===== src/hw/rtl/md5_pkg.sv =====
package md5_pkg;

  // Input word: one message byte or the end of the message
  typedef struct packed {
    logic       kind;
    logic [7:0] data_byte;
  } md5_in_t;

  // Output word: the four chaining words of the finished digest
  typedef struct packed {
    logic [31:0] digest_word_a;
    logic [31:0] digest_word_b;
    logic [31:0] digest_word_c;
    logic [31:0] digest_word_d;
  } md5_out_t;

  // Working or chaining register set
  typedef struct packed {
    logic [31:0] a;
    logic [31:0] b;
    logic [31:0] c;
    logic [31:0] d;
  } md5_words_t;

  localparam md5_words_t MD5_IV = '{
    a: 32'h67452301,
    b: 32'hefcdab89,
    c: 32'h98badcfe,
    d: 32'h10325476
  };

  localparam logic       KIND_DATA  = 1'b0;
  localparam logic [7:0] PAD_BYTE   = 8'h80;
  localparam logic [6:0] LEN_POS    = 7'd56;
  localparam logic [5:0] LAST_BYTE  = 6'd63;
  localparam logic [5:0] LAST_ROUND = 6'd63;

  // Per-round additive constants
  localparam logic [31:0] MD5_K [64] = '{
    32'hd76aa478, 32'he8c7b756, 32'h242070db, 32'hc1bdceee,
    32'hf57c0faf, 32'h4787c62a, 32'ha8304613, 32'hfd469501,
    32'h698098d8, 32'h8b44f7af, 32'hffff5bb1, 32'h895cd7be,
    32'h6b901122, 32'hfd987193, 32'ha679438e, 32'h49b40821,
    32'hf61e2562, 32'hc040b340, 32'h265e5a51, 32'he9b6c7aa,
    32'hd62f105d, 32'h02441453, 32'hd8a1e681, 32'he7d3fbc8,
    32'h21e1cde6, 32'hc33707d6, 32'hf4d50d87, 32'h455a14ed,
    32'ha9e3e905, 32'hfcefa3f8, 32'h676f02d9, 32'h8d2a4c8a,
    32'hfffa3942, 32'h8771f681, 32'h6d9d6122, 32'hfde5380c,
    32'ha4beea44, 32'h4bdecfa9, 32'hf6bb4b60, 32'hbebfbc70,
    32'h289b7ec6, 32'heaa127fa, 32'hd4ef3085, 32'h04881d05,
    32'hd9d4d039, 32'he6db99e5, 32'h1fa27cf8, 32'hc4ac5665,
    32'hf4292244, 32'h432aff97, 32'hab9423a7, 32'hfc93a039,
    32'h655b59c3, 32'h8f0ccc92, 32'hffeff47d, 32'h85845dd1,
    32'h6fa87e4f, 32'hfe2ce6e0, 32'ha3014314, 32'h4e0811a1,
    32'hf7537e82, 32'hbd3af235, 32'h2ad7d2bb, 32'heb86d391
  };

  // Rotate amounts, indexed by {round group, round mod 4}
  localparam logic [4:0] MD5_ROT [16] = '{
    5'd7, 5'd12, 5'd17, 5'd22,
    5'd5, 5'd9,  5'd14, 5'd20,
    5'd4, 5'd11, 5'd16, 5'd23,
    5'd6, 5'd10, 5'd15, 5'd21
  };

  // Message word used by a round
  function automatic logic [3:0] md5_idx(input logic [5:0] r);
    logic [3:0] lo;
    logic [3:0] res;
    lo = r[3:0];
    unique case (r[5:4])
      2'd0:    res = lo;
      2'd1:    res = 4'(lo * 4'd5 + 4'd1);
      2'd2:    res = 4'(lo * 4'd3 + 4'd5);
      default: res = 4'(lo * 4'd7);
    endcase
    return res;
  endfunction

endpackage


===== src/hw/rtl/md5_block_buf.sv =====
module md5_block_buf
  import md5_pkg::*;
(
  input  logic        clk_i,
  input  logic        wr_en_i,
  input  logic [5:0]  wr_addr_i,
  input  logic [7:0]  wr_byte_i,
  input  logic [3:0]  rd_addr_i,
  output logic [31:0] rd_word_o
);

  logic [31:0] mem_q [16];
  logic [31:0] rd_word_q;

  // Write one byte lane; little-endian within each word
  always_ff @(posedge clk_i) begin
    if (wr_en_i) begin
      mem_q[wr_addr_i[5:2]][{wr_addr_i[1:0], 3'b000} +: 8] <= wr_byte_i;
    end
  end

  // Registered word read
  always_ff @(posedge clk_i) begin
    rd_word_q <= mem_q[rd_addr_i];
  end

  assign rd_word_o = rd_word_q;

endmodule


===== src/hw/rtl/md5_round.sv =====
module md5_round
  import md5_pkg::*;
(
  input  logic [5:0]  round_i,
  input  md5_words_t  work_i,
  input  logic [31:0] msg_word_i,
  output md5_words_t  work_o
);

  logic [31:0] f;
  logic [31:0] sum;
  logic [31:0] rotated;
  logic [4:0]  shamt;

  // Select the round's boolean function
  always_comb begin
    unique case (round_i[5:4])
      2'd0:    f = (work_i.b & work_i.c) | (~work_i.b & work_i.d);
      2'd1:    f = (work_i.d & work_i.b) | (~work_i.d & work_i.c);
      2'd2:    f = work_i.b ^ work_i.c ^ work_i.d;
      default: f = work_i.c ^ (work_i.b | ~work_i.d);
    endcase
  end

  // Add, rotate and fold into b; amounts are never zero
  assign shamt   = MD5_ROT[{round_i[5:4], round_i[1:0]}];
  assign sum     = work_i.a + f + MD5_K[round_i] + msg_word_i;
  assign rotated = (sum << shamt) | (sum >> (6'd32 - {1'b0, shamt}));

  // Shift the register set along
  assign work_o.a = work_i.d;
  assign work_o.b = work_i.b + rotated;
  assign work_o.c = work_i.b;
  assign work_o.d = work_i.c;

endmodule


===== src/hw/rtl/md5_message_digest.sv =====
// Channel | Direction | Handshake            | Word
// in      | input     | in_valid_i/in_stall_o  | md5_in_t  (kind, data_byte)
// out     | output    | out_valid_o/out_stall_i | md5_out_t (digest words A..D)
//
// The 64th byte of a block starts a compression: one read prefetch, 64 rounds through
// the shared round unit, then one chaining add; no byte is taken until it ends.
// An end word writes up to 72 padding bytes, one per cycle, runs one or two compressions
// and loads the output.
// Reset loads the initial vector and a zero count; the buffer is not cleared.
// A waiting digest lets the next message in; a second digest holds until the first is taken.
module md5_message_digest
  import md5_pkg::*;
(
  input  logic     clk_i,
  input  logic     rst_ni,
  input  logic     in_valid_i,
  output logic     in_stall_o,
  input  md5_in_t  in_data_i,
  output logic     out_valid_o,
  input  logic     out_stall_i,
  output md5_out_t out_data_o
);

  typedef enum logic [2:0] {
    ST_IDLE,
    ST_FILL,
    ST_LEN,
    ST_PRE,
    ST_ROUND,
    ST_FINAL,
    ST_DONE
  } state_e;

  state_e      state_q, state_d;
  md5_words_t  chain_q, chain_d;
  md5_words_t  work_q, work_d;
  md5_words_t  work_next;
  logic [60:0] count_q, count_d;
  logic [63:0] len_q, len_d;
  logic [6:0]  ptr_q, ptr_d;
  logic [5:0]  round_q, round_d;
  logic        pad_q, pad_d;
  logic        last_q, last_d;
  logic        out_valid_q, out_valid_d;
  md5_out_t    out_q, out_d;

  logic        wr_en;
  logic [5:0]  wr_addr;
  logic [7:0]  wr_byte;
  logic [3:0]  rd_addr;
  logic [31:0] msg_word;

  md5_block_buf u_buf (
    .clk_i     (clk_i),
    .wr_en_i   (wr_en),
    .wr_addr_i (wr_addr),
    .wr_byte_i (wr_byte),
    .rd_addr_i (rd_addr),
    .rd_word_o (msg_word)
  );

  md5_round u_round (
    .round_i    (round_q),
    .work_i     (work_q),
    .msg_word_i (msg_word),
    .work_o     (work_next)
  );

  assign in_stall_o  = (state_q != ST_IDLE);
  assign out_valid_o = out_valid_q;
  assign out_data_o  = out_q;

  // Prefetch the word for the next round
  assign rd_addr = (state_q == ST_ROUND) ? md5_idx(round_q + 6'd1) : md5_idx(6'd0);

  // Sequencer
  always_comb begin
    state_d     = state_q;
    chain_d     = chain_q;
    work_d      = work_q;
    count_d     = count_q;
    len_d       = len_q;
    ptr_d       = ptr_q;
    round_d     = round_q;
    pad_d       = pad_q;
    last_d      = last_q;
    out_d       = out_q;
    out_valid_d = out_valid_q && out_stall_i;
    wr_en       = 1'b0;
    wr_addr     = ptr_q[5:0];
    wr_byte     = 8'h00;

    unique case (state_q)
      ST_IDLE: begin
        if (in_valid_i) begin
          wr_en   = 1'b1;
          wr_addr = count_q[5:0];
          if (in_data_i.kind == KIND_DATA) begin
            wr_byte = in_data_i.data_byte;
            count_d = count_q + 61'd1;
            if (count_q[5:0] == LAST_BYTE) begin
              pad_d   = 1'b0;
              last_d  = 1'b0;
              state_d = ST_PRE;
            end
          end else begin
            wr_byte = PAD_BYTE;
            len_d   = {count_q, 3'b000};
            ptr_d   = {1'b0, count_q[5:0]} + 7'd1;
            pad_d   = 1'b1;
            last_d  = 1'b0;
            state_d = ST_FILL;
          end
        end
      end

      // Zero fill; compress an overflowing block or move on to the length
      ST_FILL: begin
        priority if (ptr_q[6]) begin
          state_d = ST_PRE;
        end else if (ptr_q == LEN_POS) begin
          state_d = ST_LEN;
        end else begin
          wr_en = 1'b1;
          ptr_d = ptr_q + 7'd1;
        end
      end

      // Write the bit length, least significant byte first
      ST_LEN: begin
        wr_en   = 1'b1;
        wr_byte = len_q[7:0];
        len_d   = len_q >> 8;
        ptr_d   = ptr_q + 7'd1;
        if (ptr_q[5:0] == LAST_BYTE) begin
          last_d  = 1'b1;
          state_d = ST_PRE;
        end
      end

      ST_PRE: begin
        work_d  = chain_q;
        round_d = 6'd0;
        state_d = ST_ROUND;
      end

      ST_ROUND: begin
        work_d  = work_next;
        round_d = round_q + 6'd1;
        if (round_q == LAST_ROUND) begin
          state_d = ST_FINAL;
        end
      end

      // Fold the block into the chaining words
      ST_FINAL: begin
        chain_d.a = chain_q.a + work_q.a;
        chain_d.b = chain_q.b + work_q.b;
        chain_d.c = chain_q.c + work_q.c;
        chain_d.d = chain_q.d + work_q.d;
        priority if (last_q) begin
          state_d = ST_DONE;
        end else if (pad_q) begin
          ptr_d   = 7'd0;
          state_d = ST_FILL;
        end else begin
          state_d = ST_IDLE;
        end
      end

      // Hand the digest to the output register once it is free
      ST_DONE: begin
        if (!out_valid_q || !out_stall_i) begin
          out_d.digest_word_a = chain_q.a;
          out_d.digest_word_b = chain_q.b;
          out_d.digest_word_c = chain_q.c;
          out_d.digest_word_d = chain_q.d;
          out_valid_d = 1'b1;
          chain_d     = MD5_IV;
          count_d     = '0;
          pad_d       = 1'b0;
          last_d      = 1'b0;
          state_d     = ST_IDLE;
        end
      end

      default: state_d = ST_IDLE;
    endcase
  end

  always_ff @(posedge clk_i or negedge rst_ni) begin
    if (!rst_ni) begin
      state_q     <= ST_IDLE;
      chain_q     <= MD5_IV;
      work_q      <= '0;
      count_q     <= '0;
      len_q       <= '0;
      ptr_q       <= '0;
      round_q     <= '0;
      pad_q       <= 1'b0;
      last_q      <= 1'b0;
      out_valid_q <= 1'b0;
      out_q       <= '0;
    end else begin
      state_q     <= state_d;
      chain_q     <= chain_d;
      work_q      <= work_d;
      count_q     <= count_d;
      len_q       <= len_d;
      ptr_q       <= ptr_d;
      round_q     <= round_d;
      pad_q       <= pad_d;
      last_q      <= last_d;
      out_valid_q <= out_valid_d;
      out_q       <= out_d;
    end
  end

endmodule


===== config.mk =====
export PLATFORM = sky130hd
export DESIGN_NAME = md5_message_digest
export DESIGN_NICKNAME = d
export VERILOG_FILES = /design/src/hw/rtl/md5_pkg.sv /design/src/hw/rtl/md5_block_buf.sv /design/src/hw/rtl/md5_round.sv /design/src/hw/rtl/md5_message_digest.sv
export SDC_FILE = /design/constraint.sdc
export NUM_CORES = 2
export LEC_CHECK = 0
export BUFFER_PORTS_ARGS = -buffer_cell sky130_fd_sc_hd__buf_2
export CAP_MARGIN = 10
export CORE_UTILIZATION = 45
export DETAILED_ROUTE_END_ITERATION = 10
export GPL_TIMING_DRIVEN = 0
export HOLD_SLACK_MARGIN = 0.12
export PLACE_DENSITY_LB_ADDON = 0.15
export SLEW_MARGIN = 10
export SYNTH_ARGS = -nofsm -noshare
export SYNTH_HDL_FRONTEND = slang
export SYNTH_HIERARCHICAL = 1
export SYNTH_SLANG_ARGS = --single-unit

===== constraint.sdc =====
create_clock -name clk_i -period 10.2 [get_ports clk_i]
set_input_delay 1.02 -clock clk_i [delete_from_list [all_inputs] [get_ports clk_i]]
set_output_delay 1.02 -clock clk_i [all_outputs]
set_load 0.01 [all_outputs]

== After elaboration in Yosys (flattened, before gate mapping) ==
Memories as Yosys holds them, arrays and structs flattened. A register that Yosys moved wholly into a read port is not among the register bits.
Index checks and enable logic that the tools add are counted.
Word-level totals
  bits in read-only memories: 2128
  bits in writable memories: 512
  memories kept: 3
  word-level logic and storage cells: 171
  bits in registers: 528
  input port bits: 13
Cells by class
  reductions and logical operators: 23
  add/subtract/negate cells: 16
  mux-type cells: 58
  bitwise logic cells: 15
  multiply operators: 3
  equal/unequal tests: 26
  shift-type cells: 4
  order comparisons: 2
Memory list
  (name not given): depth 64, width 32, rd ports 1, clocked after memory_dff 0, write ports 0, line md5_round.sv:27  | assign sum = work_i.a + f + MD5_K[round_i] + msg_word_i;
  u_buf.mem_q: depth 16, width 32, rd ports 1, clocked after memory_dff 1, write ports 1, line md5_block_buf.sv:12  | logic [31:0] mem_q [16];
  (name not given): depth 16, width 5, rd ports 1, clocked after memory_dff 0, write ports 0, line md5_round.sv:26  | assign shamt = MD5_ROT[{round_i[5:4], round_i[1:0]}];
Operator list (number)
  $pmux 128 s2: 2
  $add 32x32->32: 8
  $mux 61: 3
  $and 32x32->32: 4
  $mux 128: 1
  $mux 64: 2
  $or 32x32->32: 4
  $pmux 64 s2: 1
  $pmux 61 s2: 1
  $mux 32: 3
  $pmux 32 s3: 1
  $xor 32x32->32: 3
  $not 32->32: 2
  $add 61x1->61 const B: 1
  $mux 7: 6
  $shift 8x7->32 const A: 1
  $shiftx 8x7->32: 1
  $shl 32x5->32: 1
  $shr 32x6->32: 1
  $pmux 7 s4: 1
  $mux 3: 9
  $pmux 3 s7: 1
  $eq 6x6->1 const B: 3
  $ne 2x2->1 const B: 9
  other kinds (45): 78

== Logic depth before layout (Yosys ltp) ==
  depth in word-level cells: 11
  mapped depth: 41
  gate-level depth less buffers: 38

== Modules after synthesis ==
Netlist, hierarchy kept.
By module, submodules not included
  md5_message_digest: cells an instance 3284, area each 28452.3 um2, instances 1
  md5_block_buf: cells an instance 954, area each 20399.6 um2, instances 1
  md5_round: cells an instance 2169, area each 14238.7 um2, instances 1

== Worst setup path after synthesis ==
Ideal clock, no wire load.
  path kind: reg-to-reg
  start: register round_q[4]
  end: register work_q[95] (netlist bit)
  path buffers: 4
  slack: 1514 ps
  data arrival time: 8545 ps
  cell stages (with the launch flop): 38
  library setup time: 141 ps
  required time: 10059 ps
  cells stage by stage: dfrtp_1 > buf_2 > clkbuf_1 > clkbuf_1 > buf_1 > xnor2_1 > o211ai_1 > o211ai_1 > fa_1 > inv_1 > fa_1 > ha_1 > inv_1 > fa_1 > and2b_1 > o211ai_1 > a31o_1 > o21ai_1 > [2 not listed] > mux4_2 > mux2_2 > a211oi_1 > a221oi_1 > o311ai_1 > ha_1 > o21a_1 > a2111oi_0 > o31ai_1 > nand2_1 > a31o_2 > o21ai_0 > a31oi_1 > o21ai_0 > a21oi_1 > xnor3_1 > nand2_1 > a31oi_1
RTL lines
  from (decl): line md5_message_digest.sv:41  | logic [5:0] round_q, round_d;
  from (signal assigned): line md5_message_digest.sv:211  | round_q <= round_d;
  to (signal assigned): line md5_message_digest.sv:207  | work_q <= work_d;
  to (decl): line md5_message_digest.sv:36  | md5_words_t work_q, work_d;

==> summary.md <==
| Metric | Value |
|---|---|
| Status | `complete, but fails checks` |
| Failing checks | `design-rule violations` |
| Clk root buf | `clkbuf_16` |
| TritonCTS clock tree | `yes` |
| Hold-fix buffers, CTS | `0` |
| Total wire length | `236500 um` |
| Worst skew pair latency | `0.77 ns` |
| Largest family of logic cells by synthesized area | `compound AO/OA/AOI/OAI gates` |
| TritonCTS Buffers | `115` |
| Clock Tree Buf Depth | `3` |
| Post-synth top area share | `24.37%` |
| Final ANT Viol Nets | `0` |
| Maxcap violations | `0` |
| Final worst slack | `0.3148 ns` |
| Mapped Cells | `6407` |
| Most frequent cell after synthesis | `nand2_1` |
| FF/Latch Area | `29310 um2` |
| Adder-cell area share of the yosys netlist | `6.465%` |
| Total power | `0.008993 W` |
| Crit path max-delay cell type | `o211ai_1` |
| Placed Instance Area | `66330 um2` |
| Async S/R FF share, synth | `49.25%` |
| Actual slew at the worst max-slew pin | `1.346 ns` |
| Critical path launch point type | `register` |
| Pre-Repair DR Iteration Count | `9` |
| RSZ-0062 raised after global routing | `yes` |
| Busiest grt layer | `met2` |
| Hold Slack | `0.2444 ns` |
| Largest net degree at the start of global routing | `105` |
| Met2 Use GR | `49.61%` |
| Area contributors post-synth | `edfxtp_1, dfrtp_1, nand2_1, mux4_2, ha_1` |
| Post-Syn Area | `63090 um2` |
| Vias | `52850` |
| H-tree levels | `3` |
| Avg Inst Size Synth | `9.847 um2` |
| Layout Area Growth over Synthesis | `12.19%` |
| Fin crit share | `96.91%` |
| Slew headroom | `9.348%` |
| Post-DR vias/cell | `6.107` |
| HPWL Detailed | `177200 um` |
| Synthesis-stage register bit count | `1072` |
| Critical Path RT | `10.85 ns` |
| Sequential-to-total area share from yosys stat | `46.45%` |
| Worst Hold Class | `input port to async pin` |
| Initial core utilization | `45.27%` |
| Fill cells | `12910` |
| Design area | `70780 um2` |
| Layout Nets | `6979` |
| Routability congestion estimate from global placement | `1.009` |
| Final hold vios | `0` |
| Max incr delay on CP | `0.59 ns` |
| Max Slew Vio Count | `0` |
| Commonest cells in the netlist | `nand2_1, nor2_1, edfxtp_1, dfrtp_1, o21ai_0` |
| First-pass GRT wire length | `342300 um` |
| Drt drc | `4` |
| Overflow after GRT | `0` |
| Final Critical Period | `9.885 ns` |
| Die W | `376.4 um` |
| Post-Synth Simple-Gate Area | `15.04%` |
| Fmax | `101.2 MHz` |
| R2R Path Start | `round_q[4]` |
| CP arrival | `10.54 ns` |
| Compound-Gate Fraction of Synth Area | `16.49%` |
| Clock Skews | `0.06281 ns` |
| Area of the multi-input gates | `31080 um2` |
| Die Ht | `376.4 um` |
| Post-Place Worst Slack | `-2.384 ns` |
| Row count | `137` |
| Final setup viols | `0` |
| Worst vdd ir | `0.1502 mV` |
| Post-synthesis mux area share | `7.201%` |
| Most used DFF post-synth | `edfxtp_1` |
| Die area | `141700 um2` |
| Syn Nets | `6705` |
| Setup CP Type | `register to register` |
| Pwr Density | `127.1 nW/um2` |
| PortBufs | `141` |
| Initial antenna violation count | `6` |
| Yosys cell types | `104` |
| Vias in the first global route | `50230` |
| Yosys top cell by area | `edfxtp_1` |
| GRT Total Usage | `32.92%` |
| Crit. End Element | `register` |
| # IOs | `143` |
| Core Region | `139400 um2` |
| R2R cell count | `39` |
| Synth warnings | `6` |
| Sink Count | `1072` |
| EDFF count, synth | `512` |
| Clock transition at path regs | `0.06 ns` |
| M1 GR Usage | `45.80%` |
| Layout cells sized above 1 | `13.24%` |
| Pleak | `28.00 nW` |
| Per-cell routed wire length | `27.32 um` |
| Flop2flop setup slack | `0.31 ns` |
| Met3 Use GR | `5.267%` |
| FF-to-FF End | `work_q[92]` |
| 1st-iter DRT viols | `6331` |
| Post-synthesis xor/xnor area fraction | `3.701%` |
| Maximum fanout along the worst path | `10` |
stage by stage:
step	cells	util, %	TNS (ns)
after floorplan	6407	-	0
after global placement	8424	47.46	-1565.11
after detailed placement	8431	47.60	-44.19
after CTS	8645	50.60	0
after global routing	8653	50.79	-0.1121
final	8654	50.79	0
logic make-up (layout without fill, tap and decap cells):
group,Yosys count,count (layout)
XOR/XNOR,265,265
buffers and inverters,663,1033
multiplexers,267,267
AO/OA/AOI/OAI,1640,1640
flip-flops,1072,1072
AND/OR/NAND/NOR,2214,2214
adder cells (fa/ha/maj),286,286
other,0,1
layout make-up:
cell class,instances,area share (%)
Antenna cell,1,0.003536
Inverter,209,1.119
Clock inverter,71,1.328
Buffer,452,3.205
Timing Repair Buffer,159,1.365
Clock buffer,142,4.336
Sequential cell,1072,41.41
Tap cell,1876,3.316
Multi-Input combinational cell,4672,43.91
repair_timing:
item	in CTS	in global routing
setup endpoints to repair	31	12
pin swaps	3	14
gates cloned	0	0
buffers inserted	2	9
gates resized for setup	78	87
how the worst max path moves through the flow:
stage                     startpoint              to  slack (ns)
after floorplan           round_q[4]      work_q[95]        1.51
after global routing      round_q[5]      work_q[95]       -0.08
after CTS                 round_q[2]      work_q[95]        0.01
after global placement        rst_ni  out_data_o[90]       -3.38
final                     round_q[4]      work_q[92]        0.31
after detailed placement  round_q[4]      work_q[95]       -2.38
where the power goes:
| part | leakage [nW] | internal [W] | switching [W] |
|---|---|---|---|
| combinational | 15.7 | 0.00000812 | 0.0000453 |
| sequential | 10.3 | 0.00450 | 0.000000131 |
| clock | 1.94 | 0.00260 | 0.00184 |
| total | 28.0 | 0.00711 | 0.00189 |
placed cells by master (no fill, tap or decap), types with 71 or more instances in the layout:
master	count
a21o_1	101
a21oi_1	353
a22oi_1	71
a31oi_1	180
buf_2	170
buf_4	122
clkbuf_1	246
clkbuf_16	115
dfrtp_1	460
edfxtp_1	512
ha_1	218
inv_1	205
mux2i_1	93
mux4_2	147
nand2_1	1120
nand3_1	159
nor2_1	530
nor3_1	80
o211ai_1	107
o21ai_0	425
xnor2_1	166
xor2_1	91
critical path, delay by kind of cell, from the launching register on:
kind,cells,cell delay [ns]
XOR/XNOR,2,0.37
adder cells (fa/ha/maj),5,1.83
flip-flops,1,0.57
buffers and inverters,6,1.25
multiplexers,1,0.33
AO/OA/AOI/OAI,21,4.93
AND/OR/NAND/NOR,4,0.46
registers in the layout, summed over array words and instances (netlist names):
signal,flops
u_buf/mem_q,512
chain_q,128
out_data_o,128
work_q,128
len_q,64
count_q,61
u_buf/rd_word_o,32
ptr_q,7
round_q,6
state_q,3
last_q,1
out_valid_o,1
pad_q,1
layer usage:
layer / vias up / wire (um)
met1: 26220 / 99450
met2: 2491 / 103400
met4: 2 / 13590
li1: 23620 / -
met3: 522 / 20010
met5: - / 8
Note: power is estimated with default switching activity, not from simulation.
